==> config.mk <==
export PLATFORM = sky130hd
export DESIGN_NAME = cesu8_stream_validator_flat
export DESIGN_NICKNAME = d
export VERILOG_FILES = /design/src/cesu_pkg.sv /design/src/cesu_ifs.sv /design/src/cesu_lane.sv /design/src/cesu_merge.sv /design/src/cesu8_stream_validator.sv /design/src/flat_wrapper.sv
export VERILOG_INCLUDE_DIRS = /design/src /design/src/src
export SDC_FILE = /design/constraint.sdc
export NUM_CORES = 1
export LEC_CHECK = 0
export BUFFER_PORTS_ARGS = -buffer_cell sky130_fd_sc_hd__buf_2
export CAP_MARGIN = 10
export CORE_ASPECT_RATIO = 1.2
export CORE_MARGIN = 5
export CORE_UTILIZATION = 40
export CTS_BUF_LIST = sky130_fd_sc_hd__clkbuf_8
export DETAILED_ROUTE_END_ITERATION = 10
export GPL_ROUTABILITY_DRIVEN = 0
export PLACE_DENSITY = 0.64
export SYNTH_ARGS = -nofsm -noshare
export SYNTH_HDL_FRONTEND = slang
export SYNTH_SLANG_ARGS = --single-unit
==> constraint.sdc <==
create_clock -name clk -period 3.37 [get_ports clk]
set_clock_uncertainty 0.2 [all_clocks]
set_input_delay 0.337 -clock clk [delete_from_list [all_inputs] [get_ports clk]]
set_output_delay 0.337 -clock clk [all_outputs]
set_load 0.01 [all_outputs]
==> src/cesu8_stream_validator_macros.svh <==
// Assertion macros for the CESU-8 stream validator.
// Define NO_ASSERTIONS to compile the checks out.
`ifndef CESU8_STREAM_VALIDATOR_MACROS_SVH
`define CESU8_STREAM_VALIDATOR_MACROS_SVH
`ifndef NO_ASSERTIONS
`define CESU_ASSERT_IMP(lbl, clk, rstn, ante, cons) \
	lbl: assert property (@(posedge clk) disable iff (!(rstn)) (ante) |-> (cons)) \
		else $error("assertion failed");
`define CESU_ASSERT_NXT(lbl, clk, rstn, ante, cons) \
	lbl: assert property (@(posedge clk) disable iff (!(rstn)) (ante) |=> (cons)) \
		else $error("assertion failed");
`else
`define CESU_ASSERT_IMP(lbl, clk, rstn, ante, cons)
`define CESU_ASSERT_NXT(lbl, clk, rstn, ante, cons)
`endif
`endif

==> src/cesu_pkg.sv <==
// Shared types, defaults and nibble lookup tables of the CESU-8 validator.
// No dependencies.
`timescale 1ns / 1ps
package cesu_pkg;
	localparam int unsigned LANES_DEF = 8;
	localparam int unsigned DATA_W    = 64;

	typedef struct packed {
		logic hi;   // partial mask bit 7: high surrogate mark
		logic lo;   // partial mask bit 6: low surrogate expected
		logic seq;  // sequence error for this byte
		logic hdr;  // illegal header nibble
	} lane_flags_t;

	typedef struct packed {
		logic valid;
		logic last;
	} s1_ctrl_t;

	function automatic logic [7:0] tab_cur(input logic [3:0] n);
		logic [7:0] v;
		case (n) inside
			4'h8, 4'h9, 4'hA, 4'hB: v = 8'h3C;
			4'hF:                   v = 8'h00;
			default:                v = 8'h33;
		endcase
		return v;
	endfunction

	function automatic logic [7:0] tab_prev(input logic [3:0] n);
		logic [7:0] v;
		case (n) inside
			4'h8, 4'h9:       v = 8'h3A;
			4'hA:             v = 8'h9A;
			4'hB:             v = 8'h5A;
			4'hC, 4'hD, 4'hE: v = 8'h11;
			4'hF:             v = 8'h00;
			default:          v = 8'h14;
		endcase
		return v;
	endfunction

	function automatic logic [7:0] tab_old_hi(input logic [3:0] n);
		logic [7:0] v;
		case (n) inside
			4'h8, 4'h9, 4'hA, 4'hB, 4'hD: v = 8'h0D;
			4'hC:                         v = 8'h1D;
			4'hE:                         v = 8'hE7;
			4'hF:                         v = 8'h00;
			default:                      v = 8'h05;
		endcase
		return v;
	endfunction

	function automatic logic [7:0] tab_old_lo(input logic [3:0] n);
		logic [7:0] v;
		case (n)
			4'h0:    v = 8'h3F;
			4'h1:    v = 8'h1F;
			4'hD:    v = 8'hCF;
			default: v = 8'h0F;
		endcase
		return v;
	endfunction
endpackage

==> src/cesu_ifs.sv <==
// Valid/ready channel interfaces: stream requests in, verdict requests out.
// Depends on nothing.
`timescale 1ns / 1ps
interface cesu_in_if;
	logic        valid;
	logic        ready;
	logic [63:0] data_bytes;
	logic [3:0]  valid_bytes;
	logic        last;
	modport source (output valid, data_bytes, valid_bytes, last, input ready);
	modport sink   (input valid, data_bytes, valid_bytes, last, output ready);
endinterface

interface cesu_out_if;
	logic valid;
	logic ready;
	logic stream_valid;
	logic sequence_error;
	logic surrogate_error;
	logic header_error;
	modport source (output valid, stream_valid, sequence_error, surrogate_error,
		header_error, input ready);
	modport sink   (input valid, stream_valid, sequence_error, surrogate_error,
		header_error, output ready);
endinterface

==> src/cesu_lane.sv <==
// One byte lane: window lookup over the byte and the two bytes before it.
// Depends on cesu_pkg.
`timescale 1ns / 1ps
module cesu_lane
	import cesu_pkg::*;
(
	input  logic [7:0]  cur,
	input  logic [7:0]  p1,
	input  logic [7:0]  p2,
	output lane_flags_t flags
);
	logic [7:0] part;

	assign part = tab_prev(p1[7:4]) & tab_old_hi(p2[7:4]) & tab_old_lo(p2[3:0]);

	assign flags.hi  = part[7];
	assign flags.lo  = part[6];
	assign flags.seq = |(part & tab_cur(cur[7:4]));
	assign flags.hdr = (cur[7:4] == 4'hF);
endmodule

==> src/cesu_merge.sv <==
// Merge stage: OR lane errors into sticky flags and hold the verdict register.
// Depends on cesu_pkg and cesu_ifs.
`timescale 1ns / 1ps
module cesu_merge
	import cesu_pkg::*;
#(
	parameter int unsigned NP = LANES_DEF + 3
) (
	input  logic              clk,
	input  logic              arst_n,
	input  s1_ctrl_t          ctrl,
	input  logic [NP-1:0]     seq_err,
	input  logic [NP-1:0]     sur_err,
	input  logic [NP-1:0]     hdr_err,
	output logic              adv,
	cesu_out_if.source        result
);
	logic       valid_q;
	logic [2:0] sticky_q;
	logic [2:0] flags_q;
	logic [2:0] merged;

	// bit 0 sequence, bit 1 surrogate, bit 2 header
	assign merged = sticky_q | {|hdr_err, |sur_err, |seq_err};
	assign adv    = !valid_q || result.ready;

	always_ff @(posedge clk or negedge arst_n) begin
		if (!arst_n) begin
			valid_q  <= 1'b0;
			sticky_q <= '0;
		end else if (adv) begin
			valid_q <= ctrl.valid && ctrl.last;
			if (ctrl.valid) begin
				sticky_q <= ctrl.last ? 3'b000 : merged;
			end
		end
	end

	always_ff @(posedge clk) begin
		if (adv && ctrl.valid && ctrl.last) begin
			flags_q <= merged;
		end
	end

	assign result.valid           = valid_q;
	assign result.stream_valid    = (flags_q == 3'b000);
	assign result.sequence_error  = flags_q[0];
	assign result.surrogate_error = flags_q[1];
	assign result.header_error    = flags_q[2];
endmodule

==> src/cesu8_stream_validator.sv <==
// CESU-8 stream validator top level: LANES + 3 byte lanes, lane error register, merge.
// Throughput: one request per cycle while the verdict register is not stalled. A last
// request's verdict passes the lane error register, then the verdict register; a stall
// holds both. The window state update keeps two bytes and three marks.
// Reset (arst_n low, asynchronous) clears window state, sticky flags and valids.
`timescale 1ns / 1ps
`include "cesu8_stream_validator_macros.svh"
module cesu8_stream_validator
	import cesu_pkg::*;
#(
	parameter int unsigned LANES = LANES_DEF
) (
	input  logic       clk,
	input  logic       arst_n,
	cesu_in_if.sink    stream,
	cesu_out_if.source result
);
	// Positions: LANES data bytes followed by three flush bytes on a last request.
	localparam int unsigned NP = LANES + 3;
	localparam int unsigned NW = $clog2(LANES + 4);
	localparam int unsigned CW = (NW > 4) ? NW : 4;

	logic          adv;
	logic          accept;
	logic [CW-1:0] vb_ext;
	logic [CW-1:0] cnt_c;
	logic [NW-1:0] cnt_n;

	// Window state: previous bytes and high-surrogate marks.
	logic [7:0] prev_q  [2];
	logic       marks_q [3];

	logic [7:0]  pos_byte [NP];
	lane_flags_t flags    [NP];
	logic [NP-1:0] active;
	logic [NP-1:0] seq_c, sur_c, hdr_c;

	logic [7:0] ext_byte [LANES + 2];
	logic       ext_mark [LANES + 3];
	logic [7:0] nxt_prev0, nxt_prev1;
	logic       nxt_mark0, nxt_mark1, nxt_mark2;

	s1_ctrl_t      ctrl_s1;
	logic [NP-1:0] seq_s1, sur_s1, hdr_s1;

	logic verdict_err;
	logic win_zero;

	assign stream.ready = adv;
	assign accept       = stream.valid && adv;

	// Clamp the byte count to the lane count.
	assign vb_ext = CW'(stream.valid_bytes);
	assign cnt_c  = (vb_ext > CW'(LANES)) ? CW'(LANES) : vb_ext;
	assign cnt_n  = NW'(cnt_c);

	genvar j;
	generate
		for (j = 0; j < NP; j++) begin : g_lane
			logic [7:0] p1, p2;
			logic       mark;

			// Bytes past the count, and flush positions, read as zero.
			if (j < 8 && j < LANES) begin : g_data
				assign pos_byte[j] = (NW'(j) < cnt_n) ? stream.data_bytes[8*j +: 8] : 8'h00;
			end else begin : g_zero
				assign pos_byte[j] = 8'h00;
			end

			if (j == 0) begin : g_w0
				assign p1 = prev_q[0];
				assign p2 = prev_q[1];
			end else if (j == 1) begin : g_w1
				assign p1 = pos_byte[0];
				assign p2 = prev_q[0];
			end else begin : g_wn
				assign p1 = pos_byte[j-1];
				assign p2 = pos_byte[j-2];
			end

			// Mark from three positions back; early lanes take it from state.
			if (j >= 3) begin : g_mk
				assign mark = flags[j-3].hi;
			end else begin : g_ms
				assign mark = marks_q[2-j];
			end

			cesu_lane u_lane (
				.cur   (pos_byte[j]),
				.p1    (p1),
				.p2    (p2),
				.flags (flags[j])
			);

			assign active[j] = (NW'(j) < cnt_n) ||
				(stream.last && (NW'(j) < (cnt_n + NW'(3))));
			assign seq_c[j] = active[j] && flags[j].seq;
			assign sur_c[j] = active[j] && (mark != flags[j].lo);
			assign hdr_c[j] = active[j] && flags[j].hdr;
		end

		// State-prefixed views used to pick the window left behind by this request.
		for (j = 0; j < LANES + 2; j++) begin : g_eb
			if (j == 0) begin : g_b0
				assign ext_byte[j] = prev_q[1];
			end else if (j == 1) begin : g_b1
				assign ext_byte[j] = prev_q[0];
			end else begin : g_bn
				assign ext_byte[j] = pos_byte[j-2];
			end
		end
		for (j = 0; j < LANES + 3; j++) begin : g_em
			if (j < 3) begin : g_ms
				assign ext_mark[j] = marks_q[2-j];
			end else begin : g_mn
				assign ext_mark[j] = flags[j-3].hi;
			end
		end
	endgenerate

	// Select the state after the last counted byte.
	always_comb begin
		nxt_prev0 = prev_q[0];
		nxt_prev1 = prev_q[1];
		nxt_mark0 = marks_q[0];
		nxt_mark1 = marks_q[1];
		nxt_mark2 = marks_q[2];
		for (int k = 0; k <= LANES; k++) begin
			if (cnt_n == NW'(k)) begin
				nxt_prev0 = ext_byte[k+1];
				nxt_prev1 = ext_byte[k];
				nxt_mark0 = ext_mark[k+2];
				nxt_mark1 = ext_mark[k+1];
				nxt_mark2 = ext_mark[k];
			end
		end
	end

	// Advance window state on each accepted request; drop it after a last one.
	always_ff @(posedge clk or negedge arst_n) begin
		if (!arst_n) begin
			prev_q[0]  <= '0;
			prev_q[1]  <= '0;
			marks_q[0] <= 1'b0;
			marks_q[1] <= 1'b0;
			marks_q[2] <= 1'b0;
		end else if (accept) begin
			if (stream.last) begin
				prev_q[0]  <= '0;
				prev_q[1]  <= '0;
				marks_q[0] <= 1'b0;
				marks_q[1] <= 1'b0;
				marks_q[2] <= 1'b0;
			end else begin
				prev_q[0]  <= nxt_prev0;
				prev_q[1]  <= nxt_prev1;
				marks_q[0] <= nxt_mark0;
				marks_q[1] <= nxt_mark1;
				marks_q[2] <= nxt_mark2;
			end
		end
	end

	// Lane error register; hold while the verdict register is stalled.
	always_ff @(posedge clk or negedge arst_n) begin
		if (!arst_n) begin
			ctrl_s1 <= '0;
		end else if (adv) begin
			ctrl_s1.valid <= stream.valid;
			ctrl_s1.last  <= stream.last;
		end
	end

	always_ff @(posedge clk) begin
		if (adv) begin
			seq_s1 <= seq_c;
			sur_s1 <= sur_c;
			hdr_s1 <= hdr_c;
		end
	end

	cesu_merge #(
		.NP (NP)
	) u_merge (
		.clk     (clk),
		.arst_n  (arst_n),
		.ctrl    (ctrl_s1),
		.seq_err (seq_s1),
		.sur_err (sur_s1),
		.hdr_err (hdr_s1),
		.adv     (adv),
		.result  (result)
	);

	assign verdict_err = result.sequence_error || result.surrogate_error ||
		result.header_error;
	assign win_zero = (prev_q[0] == 8'h00) && (prev_q[1] == 8'h00) &&
		!marks_q[0] && !marks_q[1] && !marks_q[2];

	// A verdict reports the stream valid exactly when no error class is set.
	`CESU_ASSERT_IMP(a_verdict, clk, arst_n, result.valid, result.stream_valid == !verdict_err)
	// Window state is cleared after a last request.
	`CESU_ASSERT_NXT(a_clear, clk, arst_n, accept && stream.last, win_zero)
	// A last request in the lane stage lands in the verdict register.
	`CESU_ASSERT_NXT(a_result, clk, arst_n, adv && ctrl_s1.valid && ctrl_s1.last, result.valid)
endmodule

==> src/flat_wrapper.sv <==
// flat-port wrapper written by rule: the top's interface ports become plain ports
module cesu8_stream_validator_flat import cesu_pkg::*;
#(
	parameter int unsigned LANES = LANES_DEF
)
  (clk, arst_n, stream_valid, stream_data_bytes, stream_valid_bytes, stream_last, stream_ready, result_valid, result_stream_valid, result_sequence_error, result_surrogate_error, result_header_error, result_ready);
  cesu_in_if stream_i ();
  cesu_out_if result_i ();
  input  logic clk;
  input  logic arst_n;
  input wire logic [$bits(stream_i.valid)-1:0] stream_valid;
  input wire logic [$bits(stream_i.data_bytes)-1:0] stream_data_bytes;
  input wire logic [$bits(stream_i.valid_bytes)-1:0] stream_valid_bytes;
  input wire logic [$bits(stream_i.last)-1:0] stream_last;
  output wire logic [$bits(stream_i.ready)-1:0] stream_ready;
  output wire logic [$bits(result_i.valid)-1:0] result_valid;
  output wire logic [$bits(result_i.stream_valid)-1:0] result_stream_valid;
  output wire logic [$bits(result_i.sequence_error)-1:0] result_sequence_error;
  output wire logic [$bits(result_i.surrogate_error)-1:0] result_surrogate_error;
  output wire logic [$bits(result_i.header_error)-1:0] result_header_error;
  input wire logic [$bits(result_i.ready)-1:0] result_ready;
  assign stream_i.valid = stream_valid;
  assign stream_i.data_bytes = stream_data_bytes;
  assign stream_i.valid_bytes = stream_valid_bytes;
  assign stream_i.last = stream_last;
  assign stream_ready = stream_i.ready;
  assign result_valid = result_i.valid;
  assign result_stream_valid = result_i.stream_valid;
  assign result_sequence_error = result_i.sequence_error;
  assign result_surrogate_error = result_i.surrogate_error;
  assign result_header_error = result_i.header_error;
  assign result_i.ready = result_ready;
  cesu8_stream_validator #(.LANES(LANES)) u_core (.clk(clk), .arst_n(arst_n), .stream(stream_i), .result(result_i));
endmodule
==> results.json, run 1 <==
{
  "syn_area_um2": 5368,
  "async_reset_ff_share_pct": 43.86,
  "drt-pass1-iter-count": 8,
  "remaining_drc_errors": 0,
  "fin_setup_tns_ns": 0,
  "rsz0062_at_grt": "no",
  "synth_top_area_share_pct": 17.90,
  "critPathKind": "in2reg",
  "r2r_cells": 6,
  "whs_path_depth": 3,
  "avgSynthCellArea_um2": 7.825,
  "grt_overflow": 0,
  "worst_ep_required_time_ns": 3.44,
  "cts-resized-gates": 0,
  "wl_per_cell_um": 24.46,
  "power_density_nw_per_um2": 377.4,
  "ys_ff_latch": 57,
  "n_fill_cell": 1323,
  "initial_core_util_pct": 40.73,
  "clk_pin_slew_ns": 0.08,
  "area_growth_pct": 15.90,
  "drv_slew": 0,
  "cts_tree": "done",
  "cts-root-buf": "clkbuf_8",
  "worst-endpoint-arrival_ns": 3.10,
  "synth_edf_count": 32,
  "end_kind": "flip-flop",
  "drtIter0Drc": 1151,
  "antenna_found_initial": 1,
  "post_cts_buffers": 0,
  "max_slew_margin_pct": 43.05,
  "final_cell_area_um2": 6221,
  "cts_made_buffers": 9,
  "finalHoldViolations": 0,
  "fp.dieH_um": 136.9,
  "cts_hold_buf": 1,
  "post-dp-hpwl_mm": 17.76,
  "critPathMaxFanout": 13,
  "fin_crit_sh_pct": 89.96,
  "multi_input_comb_area_um2": 3486,
  "ys_warn_count": 0,
  "grt_first_pass_wirelength_mm": 34.26,
  "drt-total-wl_mm": 22.85,
  "port_buffers": 78,
  "clk_path_buf_depth": 2,
  "floorplan.io_pins": 79,
  "vias": 6560,
  "place_area_um2": 5984,
  "yosys.area.top_type": "edfxtp_1",
  "placementRows": 46,
  "dieWidth_um": 115.7,
  "postRouteAntennaNets": 0,
  "syn_nets": 765,
  "min_period_ns": 3.032,
  "peakVddDrop_uv": 290.6,
  "synth_ff_type": "edfxtp_1",
  "clock.fmax_ghz": 0.3298,
  "synth.top_cells.by_count": "a21oi_1, nand2_1, nor2_1",
  "final_layout_size_suffix_gt1_share_pct": 20.23,
  "grt_util_all_layers_pct": 28.41,
  "maxCapViolations": 0,
  "cts_sinks": 57,
  "clk_latency_ns": 0.35,
  "postSynthCellCount": 686,
  "via_per_inst": 7.024,
  "htreeDepth": 3,
  "outcome": "finished, final reports clean",
  "synth_area_leaders": "edfxtp_1, dfrtp_1, a21oi_1",
  "seq_area_frac_synth_pct": 29.56,
  "nNetsFinal": 840,
  "synth_cell_types": 76,
  "rrSetupSlack_ns": 0.81,
  "worstHoldPathType": "in2reg",
  "worst-slew-pin-transition_ns": 0.8328,
  "die-area_um2": 15840,
  "power.leakage_nw": 2.370,
  "setup_viol": 0,
  "grt_pass1_vias": 5992,
  "n_antenna_cell": 0,
  "crit_path_start_kind": "input port",
  "core_area_um2": 13180,
  "final-seq-area_um2": 1587,
  "grt_max_degree": 51
}
per-stage QoR:
| step | setup slack [ns] | hold slack (ns) | utilization, % | total power, mW | instances |
|---|---|---|---|---|---|
| after floorplan | 0.04175 | -0.1586 | - | 1.325 | 686 |
| after global placement | 0.1823 | 0.1729 | 45.41 | 1.600 | 917 |
| after detailed placement | 0.07491 | 0.1777 | 45.41 | 1.611 | 917 |
| after CTS | 0.4397 | 0.05524 | 47.20 | 2.339 | 934 |
| after global routing | 0.1906 | 0.08258 | 47.20 | 2.448 | 934 |
| final | 0.3383 | 0.07906 | 47.20 | 2.348 | 934 |
registers in the layout (all words and copies together) (netlist names), 3 cells and up:
name,flops
u_core.g_lane.mark,3
u_core.sur_s1,11
u_core.seq_s1,10
u_core.u_merge.sticky_q,3
u_core.hdr_s1,8
u_core.u_merge.flags_q,3
u_core.g_lane.p1,8
u_core.g_lane.p2,8
layer usage:
layer  vias up  track usage, %  wire length, um
li1       2828               -                -
met1      3027           35.38             8173
met2       554           45.59            10450
met3       149           6.811             2675
met4         2           14.64             1534
met5         -               0               12
final timing paths:
check                                       startpoint                         end
worst max-delay path             stream_valid_bytes[0]       u_core.g_lane[1].mark
worst min-delay path             stream_data_bytes[56]      u_core.g_lane[0].p1[0]
worst max register to register  u_core.g_lane[0].p1[1]       u_core.g_lane[2].mark
worst min register to register       u_core.ctrl_s1[0]           u_core.ctrl_s1[0]
max in group asynchronous                       arst_n      u_core.g_lane[0].p1[5]
min in group asynchronous                       arst_n  u_core.u_merge.sticky_q[0]
area by class of cell:
type | instances | area share (%)
multi-input cells | 564 | 56.03
flip-flops and latches | 57 | 25.50
repair buffers | 112 | 10.42
well taps | 168 | 3.379
clock buffers | 9 | 1.991
clock inverters | 7 | 1.649
inverters | 17 | 1.026
kinds of logic (layout without fill, tap and decap cells):
logic type	Yosys count	in the layout	synth area share, %
adders and majority gates	6	6	1.399
xor gates and xnor gates	10	10	1.632
muxes	5	5	1.026
and+or+nand+nor	294	294	30.00
DFF	57	57	29.56
AOI/OAI and AO/OA	249	249	30.89
buffers and inverters	65	145	5.501
report_power, final:
part / total [mW] / leakage (nW) / switching, mW / internal [mW]
Clock: 0.724 / 0.110 / 0.302 / 0.422
Sequential: 0.945 / 0.678 / 0.0907 / 0.854
Combinational: 0.679 / 1.58 / 0.434 / 0.245
Total: 2.35 / 2.37 / 0.827 / 1.52
placed cells by master, fill, tap and decap left out, drive strengths merged, types with 9 or more instances in the layout:
| master | n |
|---|---|
| a211oi | 16 |
| a21oi | 63 |
| a221oi | 13 |
| a22oi | 16 |
| a31oi | 11 |
| a32oi | 9 |
| and2 | 10 |
| buf | 111 |
| clkbuf | 9 |
| dfrtp | 25 |
| edfxtp | 32 |
| inv | 18 |
| nand2 | 63 |
| nand2b | 11 |
| nand3 | 29 |
| nand4 | 13 |
| nor2 | 57 |
| nor3 | 20 |
| nor4 | 23 |
| o211ai | 13 |
| o21a | 9 |
| o21ai | 54 |
critical path, cell delays in order:
cell	delay, ns
buf_2	0.23
nand2b_1	0.16
ha_1	0.23
nor2b_1	0.56
a221oi_1	0.25
o21bai_1	0.68
buf_4	0.26
nand2_1	0.07
and3_1	0.18
a22oi_1	0.13
Power figures use the tool's default switching activity.
==> inputs of run 2 (changes only) <==
--- a/config.mk
+++ b/config.mk
@@ -10,11 +10,11 @@
 export CAP_MARGIN = 10
 export CORE_ASPECT_RATIO = 1.2
 export CORE_MARGIN = 5
-export CORE_UTILIZATION = 40
+export CORE_UTILIZATION = 42
 export CTS_BUF_LIST = sky130_fd_sc_hd__clkbuf_8
 export DETAILED_ROUTE_END_ITERATION = 10
 export GPL_ROUTABILITY_DRIVEN = 0
-export PLACE_DENSITY = 0.64
+export PLACE_DENSITY = 0.67
 export SYNTH_ARGS = -nofsm -noshare
 export SYNTH_HDL_FRONTEND = slang
 export SYNTH_SLANG_ARGS = --single-unit
==> results.json, run 2 (same netlist as run 1, synthesis figures left out) <==
{
  "via_per_inst": 7.100,
  "finalHoldViolations": 0,
  "drtIter0Drc": 1011,
  "grt_util_all_layers_pct": 28.60,
  "nNetsFinal": 834,
  "clk_latency_ns": 0.36,
  "post_cts_buffers": 0,
  "critPathKind": "in2reg",
  "cts-resized-gates": 0,
  "cts_tree": "done",
  "cpPeakStageDelay_ns": 0.67,
  "top_register": "u_core.sur_s1",
  "grt_max_degree": 51,
  "min_period_ns": 3.022,
  "drt-total-wl_mm": 22.31,
  "power_density_nw_per_um2": 368.8,
  "fp.dieH_um": 133.8,
  "cp_slowest_cell": "a2111oi_0",
  "final.setup.worst_slack_ns": 0.3480,
  "worst-endpoint-arrival_ns": 3.12,
  "final_cell_area_um2": 6140,
  "cts_hold_buf": 1,
  "clock.fmax_ghz": 0.3309,
  "comb_power_share_pct": 29.6,
  "placementRows": 45,
  "intPower_mw": 1.451,
  "grt_first_pass_wirelength_mm": 33.98,
  "p_sw_mw": 0.8135,
  "n_antenna_cell": 0,
  "maxCapViolations": 0,
  "critPathMaxFanout": 8,
  "remaining_drc_errors": 0,
  "clk_path_buf_depth": 2,
  "p_total_mw": 2.264,
  "floorplan.io_pins": 79,
  "worst_ep_required_time_ns": 3.47,
  "worst-slew-pin-transition_ns": 0.7889,
  "dieWidth_um": 113.2,
  "grt_pass1_vias": 5961,
  "hold_slack_ns": 0.07143,
  "fin_crit_sh_pct": 89.67,
  "drt-pass1-iter-count": 8,
  "netSwitchingFraction_pct": 35.93,
  "place_area_um2": 5934,
  "sequentialPowerShare_pct": 41.9,
  "max_slew_margin_pct": 47.21,
  "final_layout_size_suffix_gt1_share_pct": 19.61,
  "largestRegisters": "u_core.sur_s1: 11 flops, u_core.seq_s1: 10 flops",
  "end_kind": "flip-flop",
  "wl_per_cell_um": 24.15,
  "grt_overflow": 0,
  "clkPwrFrac_pct": 28.5,
  "vias": 6560,
  "cts_made_buffers": 9,
  "drv_slew": 0,
  "cts_sinks": 57,
  "area_growth_pct": 14.38,
  "post-dp-hpwl_mm": 17.35,
  "htreeDepth": 3,
  "postRouteAntennaNets": 0,
  "cts-root-buf": "clkbuf_8",
  "final_cell_mix": "buf_2, a21oi_1, nand2_1",
  "largest_reg_flops": 11,
  "fin_setup_tns_ns": 0,
  "worstHoldPathType": "in2reg",
  "outcome": "finished, final reports clean",
  "rsz0062_at_grt": "no",
  "antenna_found_initial": 1,
  "crit_path_start_kind": "input port",
  "port_buffers": 78,
  "die-area_um2": 15150,
  "core_area_um2": 12610,
  "dp_slack_ns": 0.1785,
  "fin_util_pct": 48.68,
  "setup_viol": 0,
  "final_cell_count_no_fill": 924,
  "initial_core_util_pct": 42.56,
  "crit_chain": "buf_2, nor2b_1, ha_1, nor3b_2, mux2i_1, o2bb2ai_1, a21oi_1, a2111oi_0, buf_4, a221o_1",
  "final_common_cell": "buf_2",
  "dp.cells": 907,
  "clk_pin_slew_ns": 0.07,
  "power.leakage_nw": 2.331,
  "peakVddDrop_uv": 182.2
}
## run 2: cell count changes in the layout (fill, tap and decap cells not counted)
| cell | before | now |
|---|---|---|
| buf_4 | 33 | 27 |
| clkinv_2 | 0 | 4 |
| clkinv_4 | 3 | 0 |
| bufinv_16 | 2 | 1 |
| clkbuf_8 | 9 | 10 |
| inv_6 | 1 | 0 |
## run 2: final timing paths
kind | startpoint | to | slack (ns) | cells after the start
max reg2reg | u_core.g_lane[0].p1[1] | u_core.g_lane[2].mark | 1.00 | 6
min | stream_data_bytes[58] | u_core.g_lane[0].p1[2] | 0.07 | 3
min reg2reg | u_core.g_lane[0].mark | u_core.g_lane[0].mark | 0.33 | 2
max | stream_valid_bytes[3] | u_core.g_lane[0].p2[4] | 0.35 | 10
max in group asynchronous | arst_n | u_core.g_lane[0].p1[5] | 2.24 | 2
min in group asynchronous | arst_n | u_core.g_lane[2].mark | 0.33 | 2
## run 2: critical path, delay by kind of cell
family / cells / cell delay [ns]
buffers and inverters: 2 / 0.33
muxes: 1 / 0.13
and+or+nand+nor: 2 / 0.70
AOI/OAI and AO/OA: 4 / 1.15
adders and majority gates: 1 / 0.46
## run 2: layout make-up
cell class | instances | area, um^2
timing repair buffer | 106 | 603.1
clock inverter | 6 | 57.56
clock buffer | 10 | 137.6
tap | 164 | 205.2
fill | 1303 | 6472
multi-input combinational | 564 | 3486
sequential | 57 | 1587
inverter | 17 | 63.81
## run 2: routing by layer
metal,global-route usage [%],share of wire (%)
met5,0,0.058
met4,18.57,8.0
met3,4.693,12
met2,44.66,45
met1,36.45,36
## run 2: power by group through the flow
stage / sequential (mW) / combinational, mW / clock [mW]
2_1_floorplan: 0.911 / 0.414 / 0
3_3_place_gp: 0.957 / 0.635 / 0
3_5_place_dp: 0.959 / 0.645 / 0
4_1_cts: 0.947 / 0.647 / 0.647
5_1_grt: 0.957 / 0.715 / 0.673
6_report: 0.948 / 0.670 / 0.646
==> inputs of run 3 (changes only) <==
==> constraint.sdc (replaced) <==
create_clock -name clk -period 3.07 [get_ports clk]
set_clock_uncertainty 0.2 [all_clocks]
set_input_delay 0.307 -clock clk [delete_from_list [all_inputs] [get_ports clk]]
set_output_delay 0.307 -clock clk [all_outputs]
set_load 0.01 [all_outputs]
==> results.json, run 3 (same netlist as run 1, synthesis figures left out) <==
{
  "outcome": "finished, violations left",
  "violations": "design-rule violations",
  "grt_pass1_vias": 6132,
  "cts_tree": "done",
  "cp_common_cell": "buf_4",
  "initial_core_util_pct": 42.56,
  "nNetsFinal": 846,
  "largestRegisters": "u_core.sur_s1: 11 flops, u_core.seq_s1: 10 flops",
  "top_register": "u_core.sur_s1",
  "drt-pass1-iter-count": 11,
  "netSwitchingFraction_pct": 35.44,
  "worst-endpoint-arrival_ns": 2.65,
  "grt_overflow": 0,
  "post-dp-hpwl_mm": 17.62,
  "p_sw_mw": 0.8761,
  "vias": 6528,
  "fin_crit_sh_pct": 88.87,
  "wirelength_met1_mm": 7.876,
  "final_common_cell": "buf_2",
  "power_density_nw_per_um2": 395.6,
  "critPathMaxFanout": 15,
  "wl_per_cell_um": 23.78,
  "worstHoldPathType": "in2reg",
  "via_per_inst": 6.974,
  "cp_slowest_cell": "nor4bb_1",
  "clk_path_buf_depth": 2,
  "end_kind": "flip-flop",
  "finalHoldViolations": 0,
  "clk_pin_slew_ns": 0.06,
  "min_period_ns": 2.728,
  "clkPwrFrac_pct": 27.4,
  "port_buffers": 78,
  "fin_util_pct": 49.55,
  "wl_met2_mm": 10.14,
  "worst_ep_required_time_ns": 3.00,
  "die-area_um2": 15150,
  "final_cell_area_um2": 6250,
  "place_area_um2": 6051,
  "final_layout_size_suffix_gt1_share_pct": 20.98,
  "fp.dieH_um": 133.8,
  "grt_util_all_layers_pct": 28.84,
  "final_cell_mix": "buf_2, a21oi_1, nand2_1",
  "intPower_mw": 1.596,
  "core_area_um2": 12610,
  "remaining_drc_errors": 4,
  "rsz0062_at_grt": "no",
  "floorplan.io_pins": 79,
  "peakVddDrop_uv": 180.1,
  "power.leakage_nw": 2.406,
  "drt-total-wl_mm": 22.25,
  "placementRows": 45,
  "routed-wl-met3_mm": 2.601,
  "drtIter0Drc": 1036,
  "grt_max_degree": 36,
  "n_antenna_cell": 0,
  "comb_power_share_pct": 30.4,
  "worst-slew-pin-transition_ns": 0.8075,
  "largest_reg_flops": 11,
  "clk_latency_ns": 0.33,
  "p_total_mw": 2.472,
  "crit_path_start_kind": "input port",
  "drv_slew": 0,
  "antenna_found_initial": 0,
  "cts_sinks": 57,
  "maxCapViolations": 0,
  "crit_chain": "buf_2, nor2b_4, inv_1, ha_1, buf_4, nor3b_1, buf_4, nor3b_2, nor4bb_1, o22ai_1, a211oi_1",
  "cts_made_buffers": 9,
  "top_layer_used": "met4",
  "cts-root-buf": "clkbuf_8",
  "dieWidth_um": 113.2,
  "n_fill_cell": 1278,
  "sequentialPowerShare_pct": 42.2,
  "cpPeakStageDelay_ns": 0.37,
  "max_slew_margin_pct": 45.71,
  "postRouteAntennaNets": 0,
  "clock.fmax_ghz": 0.3665,
  "area_growth_pct": 16.43,
  "dp_slack_ns": 0.06720,
  "grt_first_pass_wirelength_mm": 34.18,
  "final.setup.worst_slack_ns": 0.3417,
  "setup_viol": 0,
  "htreeDepth": 3,
  "critPathKind": "in2reg"
}
[run 3: final cells by class]
type                       instances  area [um^2]  area share [%]
timing repair buffer             118        693.2           11.09
clock inverter                     6        51.30          0.8208
clock buffer                      10        137.6           2.202
inverter                          17        63.81           1.021
sequential                        57         1587           25.39
tap                              164        205.2           3.283
multi-input combinational        564         3512           56.20
[run 3: worst max-delay path, delay by kind of cell]
family	cells	cell delay [ns]
fa+ha+maj	1	0.22
buf+inv	4	0.59
compound gates	2	0.51
simple gates	4	1.02
[run 3: power by group through the flow]
| stage | clock, mW | combinational, mW | sequential [mW] |
|---|---|---|---|
| after floorplan | 0 | 0.458 | 1.00 |
| after global placement | 0 | 0.713 | 1.05 |
| after detailed placement | 0 | 0.725 | 1.05 |
| after CTS | 0.680 | 0.728 | 1.04 |
| after global routing | 0.715 | 0.807 | 1.05 |
| final | 0.678 | 0.751 | 1.04 |
[run 3: path summary, 6_finish.rpt]
path                                         from                      to  slack, ns  cells after the start
max in group asynchronous                  arst_n  u_core.g_lane[0].p1[4]       1.97                      2
hold reg to reg             u_core.g_lane[0].mark   u_core.g_lane[0].mark       0.32                      2
hold / removal              stream_data_bytes[56]  u_core.g_lane[0].p1[0]       0.06                      3
setup reg to reg           u_core.g_lane[0].p1[1]   u_core.g_lane[2].mark       0.70                      6
setup / recovery            stream_valid_bytes[3]        u_core.seq_s1[2]       0.34                     11
min in group asynchronous                  arst_n   u_core.g_lane[0].mark       0.31                      2
[run 3: repair_timing]
item	4_1_cts	5_1_grt
buffers inserted	0	0
gates resized for setup	0	0
endpoints found under the hold margin	25	0
hold buffers	1	0
[run 3: through the flow]
| step | hold WS, ns | TNS [ns] | std cells |
|---|---|---|---|
| 2_1_floorplan | -0.1886 | -0.08043 | 686 |
| 4_1_cts | 0.03596 | 0 | 936 |
| 3_5_place_dp | 0.1401 | 0 | 919 |
| 6_report | 0.05748 | 0 | 936 |
| 3_3_place_gp | 0.1380 | 0 | 919 |
| 5_1_grt | 0.04133 | 0 | 936 |
[run 3: per-layer routing]
metal | track usage (%) | vias up
met5 | 0 | -
met4 | 15.43 | 0
met3 | 5.686 | 154
met2 | 47.30 | 551
met1 | 35.61 | 2986
li1 | - | 2837
